### src/design/bfa_pkg.sv
package bfa_pkg;

    localparam logic [15:0] HEADER_BYTES = 16'd4;
    localparam logic [15:0] RESET_BASE   = 16'd64;
    localparam logic [15:0] RESET_LENGTH = 16'd4032;

    localparam logic CMD_ALLOC = 1'b0;
    localparam logic CMD_FREE  = 1'b1;

    localparam logic CFG_ARENA_BASE   = 1'b0;
    localparam logic CFG_ARENA_LENGTH = 1'b1;

    localparam logic [1:0] ST_OK       = 2'd0;
    localparam logic [1:0] ST_NO_FIT   = 2'd1;
    localparam logic [1:0] ST_BAD_FREE = 2'd2;

    typedef struct packed {
        logic [15:0] len;
        logic [15:0] nxt;
    } t_hdr;

    typedef enum logic [4:0] {
        S_CLEAR,
        S_INIT,
        S_IDLE,
        S_A_CHK,
        S_A_STEP,
        S_A_FIN,
        S_A_WRB,
        S_A_RDP,
        S_A_LNK,
        S_F_CHK,
        S_F_MARK,
        S_F_WCHK,
        S_F_STEP,
        S_F_PREV,
        S_F_RDP,
        S_F_LNK,
        S_F_FOL,
        S_F_MRG,
        S_OUT
    } t_state;

    typedef enum logic [4:0] {
        OP_NONE,
        OP_CLEAR,
        OP_INIT,
        OP_LOAD,
        OP_RD_CUR,
        OP_A_STEP,
        OP_A_FIN,
        OP_A_WRB,
        OP_RD_BPREV,
        OP_A_LNK,
        OP_F_CHK,
        OP_F_MARK,
        OP_F_STEP,
        OP_F_PREV,
        OP_RD_LPREV,
        OP_F_LNK,
        OP_F_FOL,
        OP_F_MRG,
        OP_OUT
    } t_op;

    typedef struct packed {
        logic clr_last;
        logic walk_end_a;
        logic walk_end_f;
        logic found;
        logic bhead;
        logic lhead;
        logic buf_bad;
        logic mark_bad;
        logic merge_prev;
        logic merge_fol;
        logic out_free;
    } t_dp_stat;

endpackage

### src/design/bfa_ctrl.sv
module bfa_ctrl (
    input  logic              i_clk,
    input  logic              i_rst_n,
    input  logic              i_in_valid,
    input  logic              i_cmd,
    input  logic              i_cfg_we,
    input  bfa_pkg::t_dp_stat i_stat,
    output bfa_pkg::t_op      o_op,
    output logic              o_in_stall
);

    bfa_pkg::t_state r_state, n_state;

    always_ff @(posedge i_clk) begin
        if (!i_rst_n) begin
            r_state <= bfa_pkg::S_CLEAR;
        end else begin
            r_state <= n_state;
        end
    end

    always_comb begin
        n_state = r_state;
        o_op    = bfa_pkg::OP_NONE;
        unique case (r_state)
            bfa_pkg::S_CLEAR: begin
                o_op = bfa_pkg::OP_CLEAR;
                if (i_stat.clr_last) n_state = bfa_pkg::S_INIT;
            end
            bfa_pkg::S_INIT: begin
                o_op    = bfa_pkg::OP_INIT;
                n_state = bfa_pkg::S_IDLE;
            end
            bfa_pkg::S_IDLE: begin
                if (i_in_valid) begin
                    o_op    = bfa_pkg::OP_LOAD;
                    n_state = (i_cmd == bfa_pkg::CMD_FREE) ? bfa_pkg::S_F_CHK
                                                           : bfa_pkg::S_A_CHK;
                end
            end
            bfa_pkg::S_A_CHK: begin
                if (i_stat.walk_end_a) begin
                    n_state = bfa_pkg::S_A_FIN;
                end else begin
                    o_op    = bfa_pkg::OP_RD_CUR;
                    n_state = bfa_pkg::S_A_STEP;
                end
            end
            bfa_pkg::S_A_STEP: begin
                o_op    = bfa_pkg::OP_A_STEP;
                n_state = bfa_pkg::S_A_CHK;
            end
            bfa_pkg::S_A_FIN: begin
                o_op    = bfa_pkg::OP_A_FIN;
                n_state = i_stat.found ? bfa_pkg::S_A_WRB : bfa_pkg::S_OUT;
            end
            bfa_pkg::S_A_WRB: begin
                o_op    = bfa_pkg::OP_A_WRB;
                n_state = i_stat.bhead ? bfa_pkg::S_OUT : bfa_pkg::S_A_RDP;
            end
            bfa_pkg::S_A_RDP: begin
                o_op    = bfa_pkg::OP_RD_BPREV;
                n_state = bfa_pkg::S_A_LNK;
            end
            bfa_pkg::S_A_LNK: begin
                o_op    = bfa_pkg::OP_A_LNK;
                n_state = bfa_pkg::S_OUT;
            end
            bfa_pkg::S_F_CHK: begin
                o_op    = bfa_pkg::OP_F_CHK;
                n_state = i_stat.buf_bad ? bfa_pkg::S_OUT : bfa_pkg::S_F_MARK;
            end
            bfa_pkg::S_F_MARK: begin
                o_op    = bfa_pkg::OP_F_MARK;
                n_state = i_stat.mark_bad ? bfa_pkg::S_OUT : bfa_pkg::S_F_WCHK;
            end
            bfa_pkg::S_F_WCHK: begin
                if (i_stat.walk_end_f) begin
                    n_state = bfa_pkg::S_F_PREV;
                end else begin
                    o_op    = bfa_pkg::OP_RD_CUR;
                    n_state = bfa_pkg::S_F_STEP;
                end
            end
            bfa_pkg::S_F_STEP: begin
                o_op    = bfa_pkg::OP_F_STEP;
                n_state = bfa_pkg::S_F_WCHK;
            end
            bfa_pkg::S_F_PREV: begin
                o_op = bfa_pkg::OP_F_PREV;
                if (i_stat.merge_prev) n_state = bfa_pkg::S_OUT;
                else if (i_stat.lhead) n_state = bfa_pkg::S_F_FOL;
                else                   n_state = bfa_pkg::S_F_RDP;
            end
            bfa_pkg::S_F_RDP: begin
                o_op    = bfa_pkg::OP_RD_LPREV;
                n_state = bfa_pkg::S_F_LNK;
            end
            bfa_pkg::S_F_LNK: begin
                o_op    = bfa_pkg::OP_F_LNK;
                n_state = bfa_pkg::S_F_FOL;
            end
            bfa_pkg::S_F_FOL: begin
                o_op    = bfa_pkg::OP_F_FOL;
                n_state = i_stat.merge_fol ? bfa_pkg::S_F_MRG : bfa_pkg::S_OUT;
            end
            bfa_pkg::S_F_MRG: begin
                o_op    = bfa_pkg::OP_F_MRG;
                n_state = bfa_pkg::S_OUT;
            end
            bfa_pkg::S_OUT: begin
                if (i_stat.out_free) begin
                    o_op    = bfa_pkg::OP_OUT;
                    n_state = bfa_pkg::S_IDLE;
                end
            end
            default: n_state = bfa_pkg::S_CLEAR;
        endcase
        if (i_cfg_we) begin
            o_op    = bfa_pkg::OP_NONE;
            n_state = bfa_pkg::S_CLEAR;
        end
    end

    assign o_in_stall = (r_state != bfa_pkg::S_IDLE);

endmodule

### config.mk
export PLATFORM = sky130hd
export DESIGN_NAME = bfa_ctrl
export DESIGN_NICKNAME = d
export VERILOG_FILES = /design/src/design/bfa_pkg.sv /design/src/design/bfa_ctrl.sv
export SDC_FILE = /design/constraint.sdc
export NUM_CORES = 1
export LEC_CHECK = 0
export CAP_MARGIN = 15
export CORE_AREA = 2 2 51 53
export CTS_BUF_LIST = sky130_fd_sc_hd__clkbuf_4 sky130_fd_sc_hd__clkbuf_8
export DETAILED_ROUTE_END_ITERATION = 16
export DIE_AREA = 0 0 53 55
export DONT_BUFFER_PORTS = 1
export PLACE_DENSITY_LB_ADDON = 0.15
export SYNTH_ARGS = -nofsm -noshare
export SYNTH_HDL_FRONTEND = slang
export SYNTH_SLANG_ARGS = --single-unit
### constraint.sdc
create_clock -name i_clk -period 1.8 [get_ports i_clk]
set_input_delay 0.18 -clock i_clk [delete_from_list [all_inputs] [get_ports i_clk]]
set_output_delay 0.18 -clock i_clk [all_outputs]
set_load 0.03 [all_outputs]
# After elaboration in Yosys (flattened, before gate mapping)
# Index checks and enable logic that the tools add are counted.
[classes] n_addsub=0 multipliers=0 div_mod_pow=0 magnitude_cmp=0 eq_ne=22 n_shift=0 muxes=20 bitwise_logic=1 reduce_logical=4
[ops] operator="5-bit one-hot mux with 19 select lines" count=1
[ops] operator="5-bit one-hot mux with 18 select lines" count=1
[ops] operator="5-bit 2-to-1 mux" count=11
[ops] operator="5-bit by 4-bit equality test with 1-bit output, second input constant" count=8
[ops] operator="5-bit by 3-bit equality test with 1-bit output, second input constant" count=4
[ops] operator="5-bit equality test, second input constant" count=3
[ops] operator="5-bit by 2-bit equality test with 1-bit output, second input constant" count=2
[ops] operator="3-bit 2-to-1 mux" count=2
[ops] operator="2-bit inequality test, second input constant" count=3
[ops] operator="5-bit by 1-bit equality test with 1-bit output, second input constant" count=1
[ops] operator="5-bit zero test" count=1
[ops] operator="5-bit by 2-bit inequality test with 1-bit output, second input constant" count=1
[ops] operator="2-bit 2-to-1 mux" count=2
[ops] operator="4-bit 2-to-1 mux" count=1
[ops] operator="2-bit OR reduction" count=2
[ops] operator="3-bit AND reduction" count=1
[ops] operator="1-bit 2-to-1 mux" count=2
[ops] operator="1-bit NOT" count=1
[totals] reg_bits=5 latch_bits=0 mem_bits_rw=0 romBits=0 inputBits=16 out_inout_bits=6 word_cells=48 mem_count=0

# Longest topological paths before layout
[depth] word_depth=3 ltp_mapped=6 ltp_nobuf=4

# Worst setup path after synthesis
# Ideal clock, no wire load.
[synth_path] path_kind="register -> output" start="register r_state[0]" end="output port o_op[2]" t_arrival_ps=1649 required_time_ps=1620 slack_ps=-29 path_stages_with_launch=5 n_path_buf=1 path_cell_list="dfxtp_1 buf_2 and2_1 a21oi_1 nor4_1"
[synth_via] elab_chain_len=3 elab_cells_between_ends=21 classes_between="eq/ne: 18; mux: 2; reduce/logical: 1"
[synth_lines] element="start, declared" line_no="bfa_ctrl.sv:12" text="bfa_pkg::t_state r_state, n_state;"
[synth_lines] element="start signal, assigned" line_no="bfa_ctrl.sv:16" text="r_state <= bfa_pkg::S_CLEAR;"
[synth_lines] element="start signal, assigned" line_no="bfa_ctrl.sv:18" text="r_state <= n_state;"
[synth_lines] element="5-bit equality test (tied with other cells)" line_no="bfa_ctrl.sv:25" text="unique case (r_state)"
[synth_lines] element="5-bit one-hot mux with 19 select lines (*)" line_no="bfa_ctrl.sv:25"
[synth_lines] element="5-bit 2-to-1 mux (*)" line_no="bfa_ctrl.sv:119" text="if (i_cfg_we) begin"
[synth_lines] element="end, declared" line_no="bfa_ctrl.sv:8" text="output bfa_pkg::t_op o_op,"
# Every way passes the cells marked *; elsewhere a longest branch is shown, timed or not.

# Final worst setup path
[layout_path] start="register r_state[0]" end="output port o_op[1]"
# Same word-level chain as after synthesis.

==> run metrics <==
largest net degree at the start of global routing=19; Hold Fails Final Rpt=0; crit path to=o_op[1]; die width=53 um; clk slew on worst S/H paths=0.04 ns; largest family of logic cells by synthesized area=simple AND/OR/NAND/NOR gates; Total GRT Usage=17.3%; Synth Area in Adders=0%; post-synthesis sequential area ratio=a little over an eighth; Die Area=0.00292 sq mm; post-CTS sizing=2; Hold Crit Class=in -> reg; routed wire length=about 2300 um; Fin Clk Skew=0.00153 ns; Final Net Count=137; area delta synth->final=18.7%; Syn Nets=129; Max Slew Vio Count=0; worst skew pair latency=0.24 ns; Yosys cell types=37; final instance area=872 sq um; WHS=0.117 ns; Max VDD drop=171 uV; setup violators final=0; critical path's largest stage delay=approximately 0.37 ns; Crit Path Max Fanout=8; fillers=~270; WL per Instance=15.3 um; Yosys warnings=0; Worst Tran Pin Value=0.310 ns; max FFs per register=5; max_cap viols=0; Yosys top cell area share=13.6%; CP max-delay cell=dfxtp_2; buffer count from post-CTS setup fixing=0; initial DRC count=21; Worst Path Arrival=1.49 ns; CTS tree=done; placed cell areas=820 sq um; # diodes=0; Clock Sink Count=5; Reg2Reg Launch Point=r_state[2]$_SDFFE_PP0P_; via count=~860; post-synthesis compound-gate area fraction=between 30% and 40%; CP Class=reg -> out; Final Critical Period=1.67 ns; xor/xnor share of the synthesized area=0%; area leader, netlist=dfxtp_1; fmax=598 MHz; Clock Tree Buf Depth=2; register area=111 sq um; most frequent cell after synthesis=nand2_1; hpwl dp=1770 um; Syn Inst Count=around 110; CTS Buf Count=3; Post-synth top flop=dfxtp_1; Setup crit start kind=register; Worst R2R Setup Slack=0.38 ns; initial antenna violation count=0; CP startpoint=r_state[0]$_SDFFE_PP0P_; Buffers & Inverters on Critical Path=2; register bit count reported by yosys=5; post-route insts no fill=150; placer's final routability congestion estimate=0.943; top post-synthesis cells by area=dfxtp_1, nand2b_1, a21oi_1, buf_2, nand2_1; RSZ-0062 raised after global routing=no; clock share of power=46.1%; Sw Share=between 20% and 30%; WP data required=1.62 ns; DRC=0; hold_buf cts=0; most instantiated cells after synthesis=nand2_1, a21oi_1, buf_2, nor2_1, nand2b_1; combinational share of power=between 15 and 20%; Worst Reg2Reg Path Length in Cells=5; worst path cell trace=buf_4 -> nand2b_1 -> nand2b_1 -> a21o_1 -> a21oi_1 -> buf_4; vias in the first global route=823; ratio of cells with drive above 1 in the final layout=20.8%; simple-gate share of the synthesized area=42.1%; Psw=0.0820 mW; Final Cycle Share=92.9%; mux cell area share after synthesis=under 10%; Sequential Power Share=36.2%; Pwr Density=360 mW/mm^2; utilization after layout=36.9%; global-route wire length before repair=3660 um; Port Buffers=0; Pre-antenna DRT Iters=4; routed vias/inst=5.75; Post-synth EDFFs=0; Worst path depth=6; Cell Count Post-Placement=146; # rows=18; multi-input logic area=581 sq um; io pins=22; status=finished clean; Max-slew headroom=79.3%; Regs by FF count=r_state: 5 flops; Routed Antenna Nets=0; Die H=between 50 and 60 um; core area=0.00236 sq mm; crit-path leading delay family=flip-flops; Post-Syn Area=734 sq um; reg2reg end=r_state[0]$_SDFFE_PP0P_; Power Total=0.314 mW; DP Worst Slack=0.213 ns; Critical Path Sink Type=output port; Max H-tree Level=1; P_int=0.232 mW; GRT overflow=0; Biggest register=r_state; clock root cell=clkbuf_4; Leak=0.326 nW; Setup WS post-layout=0.128 ns; ys async rst share=0%; Avg Cell Area, Syn=roughly 6.5 sq um; Setup TNS=0 ns; Initial Utilization=between 30% and 40%
==> kinds of logic (layout without fill, tap and decap cells) <==
group / after synthesis / count (layout)
AO/OA/AOI/OAI: 36 / 36
AND/OR/NAND/NOR: 56 / 56
multiplexers: 2 / 2
flip-flops: 5 / 5
buffers and inverters: 14 / 21
==> layout by cell type (no fill, tap or decap) <==
cell type / instances
a21o_1: 2
a21oi_1: 9
a221o_1: 1
a22o_1: 1
a22oi_1: 1
a2bb2oi_1: 1
a31oi_1: 5
a32o_1: 1
a41oi_1: 1
and2_1: 1
and2b_1: 1
and4_1: 1
and4b_1: 1
buf_4: 13
clkbuf_4: 4
dfxtp_2: 3
dfxtp_4: 2
inv_1: 4
mux2i_1: 2
nand2_1: 10
nand2b_1: 8
nand3_1: 6
nand3b_1: 2
nand4_1: 1
nor2_1: 9
nor2b_1: 4
nor3_1: 6
nor3b_1: 2
nor4_2: 1
nor4bb_1: 1
o21a_1: 1
o21ai_0: 4
o21ai_1: 4
o21ai_4: 1
o2bb2ai_1: 2
o31ai_1: 1
o41a_1: 1
or2_4: 1
or3b_1: 1
==> worst min-delay path by stage <==
stage	slack, ns	cells after the start	end	from
6_report	0.12	2	r_state[2]$_SDFFE_PP0P_	i_stat[7]
5_1_grt	0.12	2	r_state[2]$_SDFFE_PP0P_	i_stat[7]
4_1_cts	0.10	2	r_state[2]$_SDFFE_PP0P_	i_stat[7]
3_5_place_dp	0.37	2	r_state[2]$_SDFFE_PP0P_	i_stat[7]
3_3_place_gp	0.37	2	r_state[2]$_SDFFE_PP0P_	i_stat[7]
2_1_floorplan	0.35	2	r_state[2]$_SDFFE_PP0P_	i_stat[7]
==> per-layer routing <==
metal	global-route usage (%)	share of wire, %	vias up
li1	-	-	431
met1	21.8	43	405
met2	29.6	50	25
met3	2.96	6.6	2
met4	6.41	0.43	0
met5	0	0	-
==> power by group through the flow <==
stage	logic, mW	registers, mW	clock network (mW)
4_1_cts	0.0553	0.116	0.152
3_5_place_dp	0.0551	0.118	0
3_3_place_gp	0.0553	0.118	0
2_1_floorplan	0.0428	0.115	0
6_report	0.0557	0.114	0.145
5_1_grt	0.0621	0.114	0.157
==> area by class of cell <==
class	count	area share (%)
clock buffer	4	3.44
inverter	4	1.72
multi-input combinational	94	66.6
sequential	5	12.8
tap	30	4.30
timing repair buffer	13	11.2
==> worst register-to-register path, delay by kind of cell (launching register included) <==
family	cells	cell delay, ns
AOI/OAI and AO/OA	2	0.45
DFF	1	0.44
and+or+nand+nor	2	0.23
buffers and inverters	1	0.20
(Power assumes the default switching activity.)
